===== config.mk =====
export PLATFORM = sky130hd
export DESIGN_NAME = h264_fu_a_packetizer
export DESIGN_NICKNAME = d
export VERILOG_FILES = /design/src/hdl/h264fu_pkg.sv /design/src/hdl/h264_fu_a_packetizer.sv
export SDC_FILE = /design/constraint.sdc
export NUM_CORES = 1
export LEC_CHECK = 0
export BUFFER_PORTS_ARGS = -buffer_cell sky130_fd_sc_hd__buf_2
export CAP_MARGIN = 20
export CORE_ASPECT_RATIO = 0.6
export CORE_MARGIN = 3
export CORE_UTILIZATION = 60
export CTS_CLUSTER_SIZE = 14
export DETAILED_ROUTE_END_ITERATION = 12
export GPL_ROUTABILITY_DRIVEN = 0
export MAX_ROUTING_LAYER = met4
export PLACE_DENSITY_LB_ADDON = 0.1
export SYNTH_ARGS = -nofsm -noshare
export SYNTH_HDL_FRONTEND = slang
export SYNTH_SLANG_ARGS = --single-unit

===== constraint.sdc =====
create_clock -name clk -period 10.5 [get_ports clk]
set_input_delay 1.575 -clock clk [delete_from_list [all_inputs] [get_ports clk]]
set_output_delay 1.575 -clock clk [all_outputs]
set_load 0.03 [all_outputs]

===== src/hdl/h264fu_pkg.sv =====
`timescale 1ns / 1ps

package h264fu_pkg;

  localparam int LENGTH_BITS_DEF = 16;

  // configuration register indexes
  localparam int CFG_IDX_W = 1;
  localparam logic [CFG_IDX_W-1:0] REG_MAX_FRAGMENT = 1'b0;
  localparam logic [CFG_IDX_W-1:0] REG_TS_STEP      = 1'b1;
  localparam int CFG_DATA_W = 32;

  localparam logic [15:0] MAX_FRAGMENT_RST = 16'd1400;
  localparam logic [31:0] TS_STEP_RST      = 32'd3600;

  // FU-A header fields
  localparam logic [7:0] NRI_MASK  = 8'hE0;
  localparam logic [7:0] TYPE_MASK = 8'h1F;
  localparam logic [7:0] FU_A_TYPE = 8'd28;
  localparam logic [7:0] FU_S_BIT  = 8'h80;
  localparam logic [7:0] FU_E_BIT  = 8'h40;

  localparam int RES_PER_ITEM = 3;
  localparam int Q_DEPTH      = 4;
  localparam int Q_PTR_W      = 2;
  localparam int Q_CNT_W      = 3;

  typedef struct packed {
    logic [7:0]  data;
    logic        first;
    logic        last;
    logic [31:0] ts;
    logic        run_last;
  } res_t;

endpackage


===== src/hdl/h264_fu_a_packetizer.sv =====
`timescale 1ns / 1ps

// Channel | Ports                                         | Dir
// --------+-----------------------------------------------+----
// in      | in_valid/in_ready, in_data_byte, in_nal_length, in_frame_last | in
// out     | out_valid/out_ready, out_byte, out_packet_first, out_packet_last,
//         | out_rtp_timestamp, out_run_last               | out
// cfg     | cfg_valid/cfg_ready, cfg_index, cfg_data      | in
//
// One input byte per cycle while in_ready. Each byte yields 0 to 3 output items,
// all built in the accept cycle and written to a 4-entry result queue drained at
// one item per cycle while out_ready; input is taken while at most one item is
// queued. FU-A starts add two items. Reset (rst_n low, synchronous) clears
// unit state, timestamp and queue, restores cfg defaults. cfg is always ready.
module h264_fu_a_packetizer #(
  parameter int LENGTH_BITS = h264fu_pkg::LENGTH_BITS_DEF
) (
  input  logic                               clk,
  input  logic                               rst_n,
  input  logic                               in_valid,
  output logic                               in_ready,
  input  logic [7:0]                         in_data_byte,
  input  logic [LENGTH_BITS-1:0]             in_nal_length,
  input  logic                               in_frame_last,
  output logic                               out_valid,
  input  logic                               out_ready,
  output logic [7:0]                         out_byte,
  output logic                               out_packet_first,
  output logic                               out_packet_last,
  output logic [31:0]                        out_rtp_timestamp,
  output logic                               out_run_last,
  input  logic                               cfg_valid,
  output logic                               cfg_ready,
  input  logic [h264fu_pkg::CFG_IDX_W-1:0]   cfg_index,
  input  logic [h264fu_pkg::CFG_DATA_W-1:0]  cfg_data
);

  localparam int CMP_W = (LENGTH_BITS > 16) ? LENGTH_BITS : 16;

  // configuration
  logic [15:0] max_frag_r;
  logic [31:0] ts_step_r;

  // unit state
  logic [LENGTH_BITS-1:0] byte_index_r, byte_index_nxt;
  logic                   long_sc_r, long_sc_nxt;
  logic                   fragmenting_r, fragmenting_nxt;
  logic [7:0]             saved_hdr_r, saved_hdr_nxt;
  logic [LENGTH_BITS-1:0] left_r, left_nxt;
  logic [LENGTH_BITS-1:0] fill_r, fill_nxt;
  logic                   first_frag_r, first_frag_nxt;
  logic [31:0]            time_r, time_nxt;

  // result queue
  h264fu_pkg::res_t q_r [h264fu_pkg::Q_DEPTH];
  logic [h264fu_pkg::Q_PTR_W-1:0] head_r, tail_r;
  logic [h264fu_pkg::Q_CNT_W-1:0] count_r;

  logic in_acc, pop;
  h264fu_pkg::res_t res [h264fu_pkg::RES_PER_ITEM];
  logic [1:0] n_res, n_push;

  logic [15:0]            limit;
  logic [CMP_W-1:0]       limit_ext;
  logic [LENGTH_BITS-1:0] hdr_len, payload, fill_inc, left_dec;
  logic                   endp;
  logic [LENGTH_BITS:0]   bi_inc;
  logic [7:0]             fu_hdr;

  assign cfg_ready = 1'b1;
  assign in_ready  = (count_r <= h264fu_pkg::Q_CNT_W'(1));
  assign in_acc    = in_valid && in_ready;
  assign out_valid = (count_r != '0);
  assign pop       = out_valid && out_ready;

  assign out_byte          = q_r[head_r].data;
  assign out_packet_first  = q_r[head_r].first;
  assign out_packet_last   = q_r[head_r].last;
  assign out_rtp_timestamp = q_r[head_r].ts;
  assign out_run_last      = q_r[head_r].run_last;

  assign limit     = (max_frag_r == '0) ? 16'd1 : max_frag_r;
  assign limit_ext = CMP_W'(limit);
  assign fill_inc  = fill_r + LENGTH_BITS'(1);
  assign left_dec  = left_r - LENGTH_BITS'(1);
  assign endp      = (CMP_W'(fill_inc) >= limit_ext) || (left_dec == '0);
  assign bi_inc    = {1'b0, byte_index_r} + (LENGTH_BITS+1)'(1);

  always_comb begin
    fu_hdr = saved_hdr_r & h264fu_pkg::TYPE_MASK;
    if (first_frag_r) begin
      fu_hdr = fu_hdr | h264fu_pkg::FU_S_BIT;
    end else if (CMP_W'(left_r) <= limit_ext) begin
      fu_hdr = fu_hdr | h264fu_pkg::FU_E_BIT;
    end
  end

  always_comb begin
    byte_index_nxt  = byte_index_r;
    long_sc_nxt     = long_sc_r;
    fragmenting_nxt = fragmenting_r;
    saved_hdr_nxt   = saved_hdr_r;
    left_nxt        = left_r;
    fill_nxt        = fill_r;
    first_frag_nxt  = first_frag_r;
    time_nxt        = time_r;
    n_res           = 2'd0;
    payload         = '0;
    for (int k = 0; k < h264fu_pkg::RES_PER_ITEM; k++) begin
      res[k] = '{data: in_data_byte, first: 1'b0, last: 1'b0, ts: time_r, run_last: 1'b0};
    end

    // byte 2 of a unit tells a 3-byte start code (bit 0 set) from a 4-byte one
    if (byte_index_r == LENGTH_BITS'(2)) begin
      long_sc_nxt = ~in_data_byte[0];
    end
    hdr_len = long_sc_nxt ? LENGTH_BITS'(4) : LENGTH_BITS'(3);

    if (byte_index_r == hdr_len) begin
      payload  = (in_nal_length > hdr_len) ? (in_nal_length - hdr_len) : '0;
      fill_nxt = '0;
      if (CMP_W'(payload) > limit_ext) begin
        fragmenting_nxt = 1'b1;
        saved_hdr_nxt   = in_data_byte;
        left_nxt        = payload - LENGTH_BITS'(1);
        first_frag_nxt  = 1'b1;
      end else if (payload != '0) begin
        fragmenting_nxt = 1'b0;
        res[0].first    = 1'b1;
        res[0].last     = (payload == LENGTH_BITS'(1));
        n_res           = 2'd1;
        left_nxt        = payload - LENGTH_BITS'(1);
      end else begin
        fragmenting_nxt = 1'b0;
        left_nxt        = '0;
      end
    end else if ((byte_index_r > hdr_len) && (left_r != '0)) begin
      left_nxt = left_dec;
      if (fragmenting_r) begin
        fill_nxt = endp ? '0 : fill_inc;
        if (endp) begin
          first_frag_nxt = 1'b0;
        end
        if (fill_r == '0) begin
          res[0].data  = (saved_hdr_r & h264fu_pkg::NRI_MASK) | h264fu_pkg::FU_A_TYPE;
          res[0].first = 1'b1;
          res[1].data  = fu_hdr;
          res[2].last  = endp;
          n_res        = 2'd3;
        end else begin
          res[0].last = endp;
          n_res       = 2'd1;
        end
      end else begin
        res[0].last = (left_r == LENGTH_BITS'(1));
        n_res       = 2'd1;
      end
    end

    for (int k = 0; k < h264fu_pkg::RES_PER_ITEM; k++) begin
      res[k].run_last = (n_res == 2'(k + 1));
    end

    if (bi_inc >= {1'b0, in_nal_length}) begin
      byte_index_nxt  = '0;
      long_sc_nxt     = 1'b0;
      fragmenting_nxt = 1'b0;
      saved_hdr_nxt   = '0;
      left_nxt        = '0;
      fill_nxt        = '0;
      first_frag_nxt  = 1'b1;
      if (in_frame_last) begin
        time_nxt = time_r + ts_step_r;
      end
    end else begin
      byte_index_nxt = bi_inc[LENGTH_BITS-1:0];
    end
  end

  assign n_push = in_acc ? n_res : 2'd0;

  always_ff @(posedge clk) begin
    if (!rst_n) begin
      max_frag_r <= h264fu_pkg::MAX_FRAGMENT_RST;
      ts_step_r  <= h264fu_pkg::TS_STEP_RST;
    end else if (cfg_valid && cfg_ready) begin
      case (cfg_index)
        h264fu_pkg::REG_MAX_FRAGMENT: max_frag_r <= cfg_data[15:0];
        h264fu_pkg::REG_TS_STEP:      ts_step_r  <= cfg_data;
        default: ;
      endcase
    end
  end

  always_ff @(posedge clk) begin
    if (!rst_n) begin
      byte_index_r  <= '0;
      long_sc_r     <= 1'b0;
      fragmenting_r <= 1'b0;
      saved_hdr_r   <= '0;
      left_r        <= '0;
      fill_r        <= '0;
      first_frag_r  <= 1'b1;
      time_r        <= '0;
    end else if (in_acc) begin
      byte_index_r  <= byte_index_nxt;
      long_sc_r     <= long_sc_nxt;
      fragmenting_r <= fragmenting_nxt;
      saved_hdr_r   <= saved_hdr_nxt;
      left_r        <= left_nxt;
      fill_r        <= fill_nxt;
      first_frag_r  <= first_frag_nxt;
      time_r        <= time_nxt;
    end
  end

  always_ff @(posedge clk) begin
    if (!rst_n) begin
      head_r  <= '0;
      tail_r  <= '0;
      count_r <= '0;
    end else begin
      head_r  <= head_r + h264fu_pkg::Q_PTR_W'(pop);
      tail_r  <= tail_r + h264fu_pkg::Q_PTR_W'(n_push);
      count_r <= count_r + h264fu_pkg::Q_CNT_W'(n_push) - h264fu_pkg::Q_CNT_W'(pop);
    end
  end

  // queue payload, no reset
  always_ff @(posedge clk) begin
    for (int k = 0; k < h264fu_pkg::RES_PER_ITEM; k++) begin
      if (2'(k) < n_push) begin
        q_r[tail_r + h264fu_pkg::Q_PTR_W'(k)] <= res[k];
      end
    end
  end

  a_queue_bound: assert property (@(posedge clk) disable iff (!rst_n)
    count_r <= h264fu_pkg::Q_CNT_W'(h264fu_pkg::Q_DEPTH))
    else $error("result queue overflow");

  a_fill_idle: assert property (@(posedge clk) disable iff (!rst_n)
    !fragmenting_r |-> fill_r == '0)
    else $error("fragment fill nonzero outside fragmentation");

  a_first_frag: assert property (@(posedge clk) disable iff (!rst_n)
    !first_frag_r |-> fragmenting_r)
    else $error("first fragment flag cleared outside fragmentation");

  a_drain: assert property (@(posedge clk) disable iff (!rst_n)
    (pop && n_push == 2'd0) |=> count_r == $past(count_r) - h264fu_pkg::Q_CNT_W'(1))
    else $error("queue count did not follow a pop");

endmodule

==> results.sh <==
export IMPL_clock_root_buffer="clkbuf_16"
export IMPL_cpMostUsedCell="inv_1"
export IMPL_vias_per_cell=6.41
export IMPL_grt_max_degree=90
export IMPL_worstPathMaxFanout=11
export IMPL_hold_class="flip-flop to flip-flop"
export IMPL_worst_r2r_endpoint="count_r[2]"
export IMPL_grt_overflow_total=0
export IMPL_power_share_switching_pct=33.0
export IMPL_cts_sink_count=318
export IMPL_fp_coreArea_mm2=0.0301
export IMPL_place_area_mm2=0.0194
export IMPL_routedWlPerCell_um=21.4
export IMPL_synth_warnings=0
export IMPL_track_usage_pct=31.8
export IMPL_design_area_mm2=0.0203
export IMPL_dieArea_mm2=0.0329
export IMPL_min_period_ps=8250
export IMPL_die_h_um=142
export IMPL_synth_area_mm2=0.0184
export IMPL_slew_violations=0
export IMPL_ys_ff_latch=318
export IMPL_postLayoutSetupSlackWorst_ps=2250
export IMPL_power_density_mw_per_mm2=162
export IMPL_syn_nets=2083
export IMPL_p_switching_mw=1.09
export IMPL_finalSetupViolations=0
export IMPL_p_comb_share_pct=27.5
export IMPL_synthCells=1903
export IMPL_r2r_slack_ps=2250
export IMPL_drv_cap=0
export IMPL_layout_commonest_cell="nand2_1"
export IMPL_firstDrtPassIters=6
export IMPL_yosysTopAreaCellShare_pct=27.4
export IMPL_insertedDiodeCount=0
export IMPL_seqPwrFrac_pct=41.5
export IMPL_drt_wl_total_um=51400
export IMPL_worstMarginPinSlew_ps=1040
export IMPL_antenna_found_initial=0
export IMPL_critPathBufInv=6
export IMPL_clk_latency_ps=570
export IMPL_ys_dominant_reg_cell="edfxtp_1"
export IMPL_path_clk_slew_ps=70
export IMPL_dp_slack_ps=2030
export IMPL_r2r_start="byte_index_r[4]"
export IMPL_tns_ps=0
export IMPL_critPathTopFamily="compound AO/OA/AOI/OAI gates"
export IMPL_critPathLaunchType="flip-flop"
export IMPL_rsz0062_at_grt="no"
export IMPL_io_buffers=107
export IMPL_nNetsFinal=2153
export IMPL_hold_viol_final=0
export IMPL_whs_ps=469
export IMPL_synth_async_sr_flop_share_pct=0
export IMPL_cp_data_required_time_ps=10920
export IMPL_status="finished, final reports clean"
export IMPL_die_w_um=232
export IMPL_fillCellCount=2359
export IMPL_cp_end_kind="flip-flop"
export IMPL_fin_crit_sh_pct=78.6
export IMPL_syn_area_per_cell_um2=9.69
export IMPL_synth_largest_area_cell="edfxtp_1"
export IMPL_ys_types=77
export IMPL_grt_pass1_wl_um=79600
export IMPL_rows=49
export IMPL_ios=109
export IMPL_slew_headroom_pct=30.8
export IMPL_peakVddDrop_v=0.000112
export IMPL_finalPower_mw=3.30
export IMPL_final_layout_size_suffix_gt1_share_pct=12.1
export IMPL_cp_num_cells=32
export IMPL_clock_fmax_mhz=121
export IMPL_drtAntennaViolNets=0
export IMPL_cp_slowest_cell="a21oi_1"
export IMPL_synth_seq_area_share_pct=43.6
export IMPL_power_internal_mw=2.21
export IMPL_cts_hold_buffers=0
export IMPL_hpwl_um=37600
export IMPL_critPathLaunch="byte_index_r[4]"
export IMPL_max_stage_delay_ps=760
export IMPL_most_common_layout_cells="226 x nand2_1, 168 x edfxtp_1, 148 x dfxtp_1, 147 x a21oi_1, 132 x nor2_1"
export IMPL_synthTopCellsByArea="edfxtp_1 27%, dfxtp_1 16%, ha_1 7.7%"
export IMPL_cts_tree="built"
export IMPL_skew_ps=14.0
export IMPL_synth_edf_count=168
export IMPL_drt_iter0_markers=2156
export IMPL_worstSetupEndpoint="count_r[2]"
export IMPL_leakagePower_nw=7.78
export IMPL_htreeDepth=1
export IMPL_start_util_pct=61.3
export IMPL_post_cts_buffers=0
export IMPL_cts_buffers=29
export IMPL_vias=15405
export IMPL_crit_type="flip-flop to flip-flop"
export IMPL_syn_to_final_growth_pct=10.2
export IMPL_grt_pass1_vias=13758
export IMPL_arrival_ps=8670
export IMPL_cts_resized=0
export IMPL_drcViolationCount=0
export IMPL_power_frac_clock_pct=31.0
export IMPL_reg2reg_depth=32
export IMPL_clockBufferDepth=3
## how the worst min path moves through the flow
stage                     slack, ps           from  cells after the start       endpoint
after detailed placement        460  max_frag_r[0]                      2  max_frag_r[0]
after CTS                       470  max_frag_r[0]                      2  max_frag_r[0]
after floorplan                 440  max_frag_r[0]                      2  max_frag_r[0]
after global placement          450  max_frag_r[0]                      2  max_frag_r[0]
final                           470  max_frag_r[0]                      2  max_frag_r[0]
after global routing            480  ts_step_r[30]                      2  ts_step_r[30]
## per-layer routing
metal,track usage (%),vias up,part of all wire (%)
li1,-,7099,-
met5,-,-,0
met3,8.09,60,14
met4,4.33,0,1.0
met2,40.6,893,38
met1,51.0,7353,47
## synth_stat cells (14+ instances only)
| cell | n |
|---|---|
| a31oi_1 | 15 |
| a22oi_1 | 22 |
| nand3_1 | 65 |
| xor2_1 | 25 |
| nand4_1 | 25 |
| mux4_2 | 43 |
| buf_1 | 14 |
| a21o_1 | 31 |
| nand2b_1 | 18 |
| and3_1 | 21 |
| a221o_1 | 14 |
| inv_1 | 66 |
| or3_1 | 15 |
| and2_1 | 78 |
| ha_1 | 114 |
| o21ai_0 | 71 |
| nor2b_1 | 78 |
| clkbuf_1 | 76 |
| nor2_1 | 132 |
| nor4_1 | 17 |
| a21oi_1 | 148 |
| dfxtp_1 | 150 |
| xnor2_1 | 60 |
| o211ai_1 | 16 |
| nor3_1 | 30 |
| edfxtp_1 | 168 |
| nand2_1 | 226 |
## worst min-delay path, cell delays in order, from the launching register on
cell	delay (ps)
dfxtp_1	320
nand2_1	50
a21oi_1	50
## through the flow
stage / utilization, % / cells
2_1_floorplan: - / 1903
3_3_place_gp: 64.3 / 2345
3_5_place_dp: 64.4 / 2347
4_1_cts: 67.3 / 2401
5_1_grt: 67.5 / 2404
6_report: 67.5 / 2404
## cell families after synthesis
family	after synthesis	synth area share (%)
DFF	318	43.6
buffers and inverters	163	3.37
AOI/OAI and AO/OA	434	15.5
and+or+nand+nor	736	19.8
other	1	0.0203
xor gates and xnor gates	85	4.04
muxes	49	5.59
adders and majority gates	117	8.06
## cell type report
type                       count  area (µm²)  share of cell area [%]
multi-input combinational   1422        9810                    48.3
sequential                   318        8050                    39.6
clock buffer                  49         851                    4.19
timing repair buffer         135         803                    3.95
tap                          408         510                    2.51
inverter                      67         253                    1.24
clock inverter                 5        47.5                   0.234
## registers in the layout (all words and copies together), names as in the netlist, 2 cells and up
signal        count
saved_hdr_r       8
ts_step_r        32
q_r             172
max_frag_r       16
count_r           3
fill_r           16
left_r           16
tail_r            2
head_r            2
byte_index_r     16
time_r           32
## power groups by stage
| stage | logic [mW] | registers, mW | clock network (mW) |
|---|---|---|---|
| final | 0.909 | 1.37 | 1.02 |
| after global routing | 0.967 | 1.37 | 1.08 |
| after CTS | 0.903 | 1.37 | 1.03 |
| after detailed placement | 0.899 | 1.40 | 0 |
| after global placement | 0.882 | 1.40 | 0 |
| after floorplan | 0.673 | 1.36 | 0 |
Power figures use the tool's default switching activity.
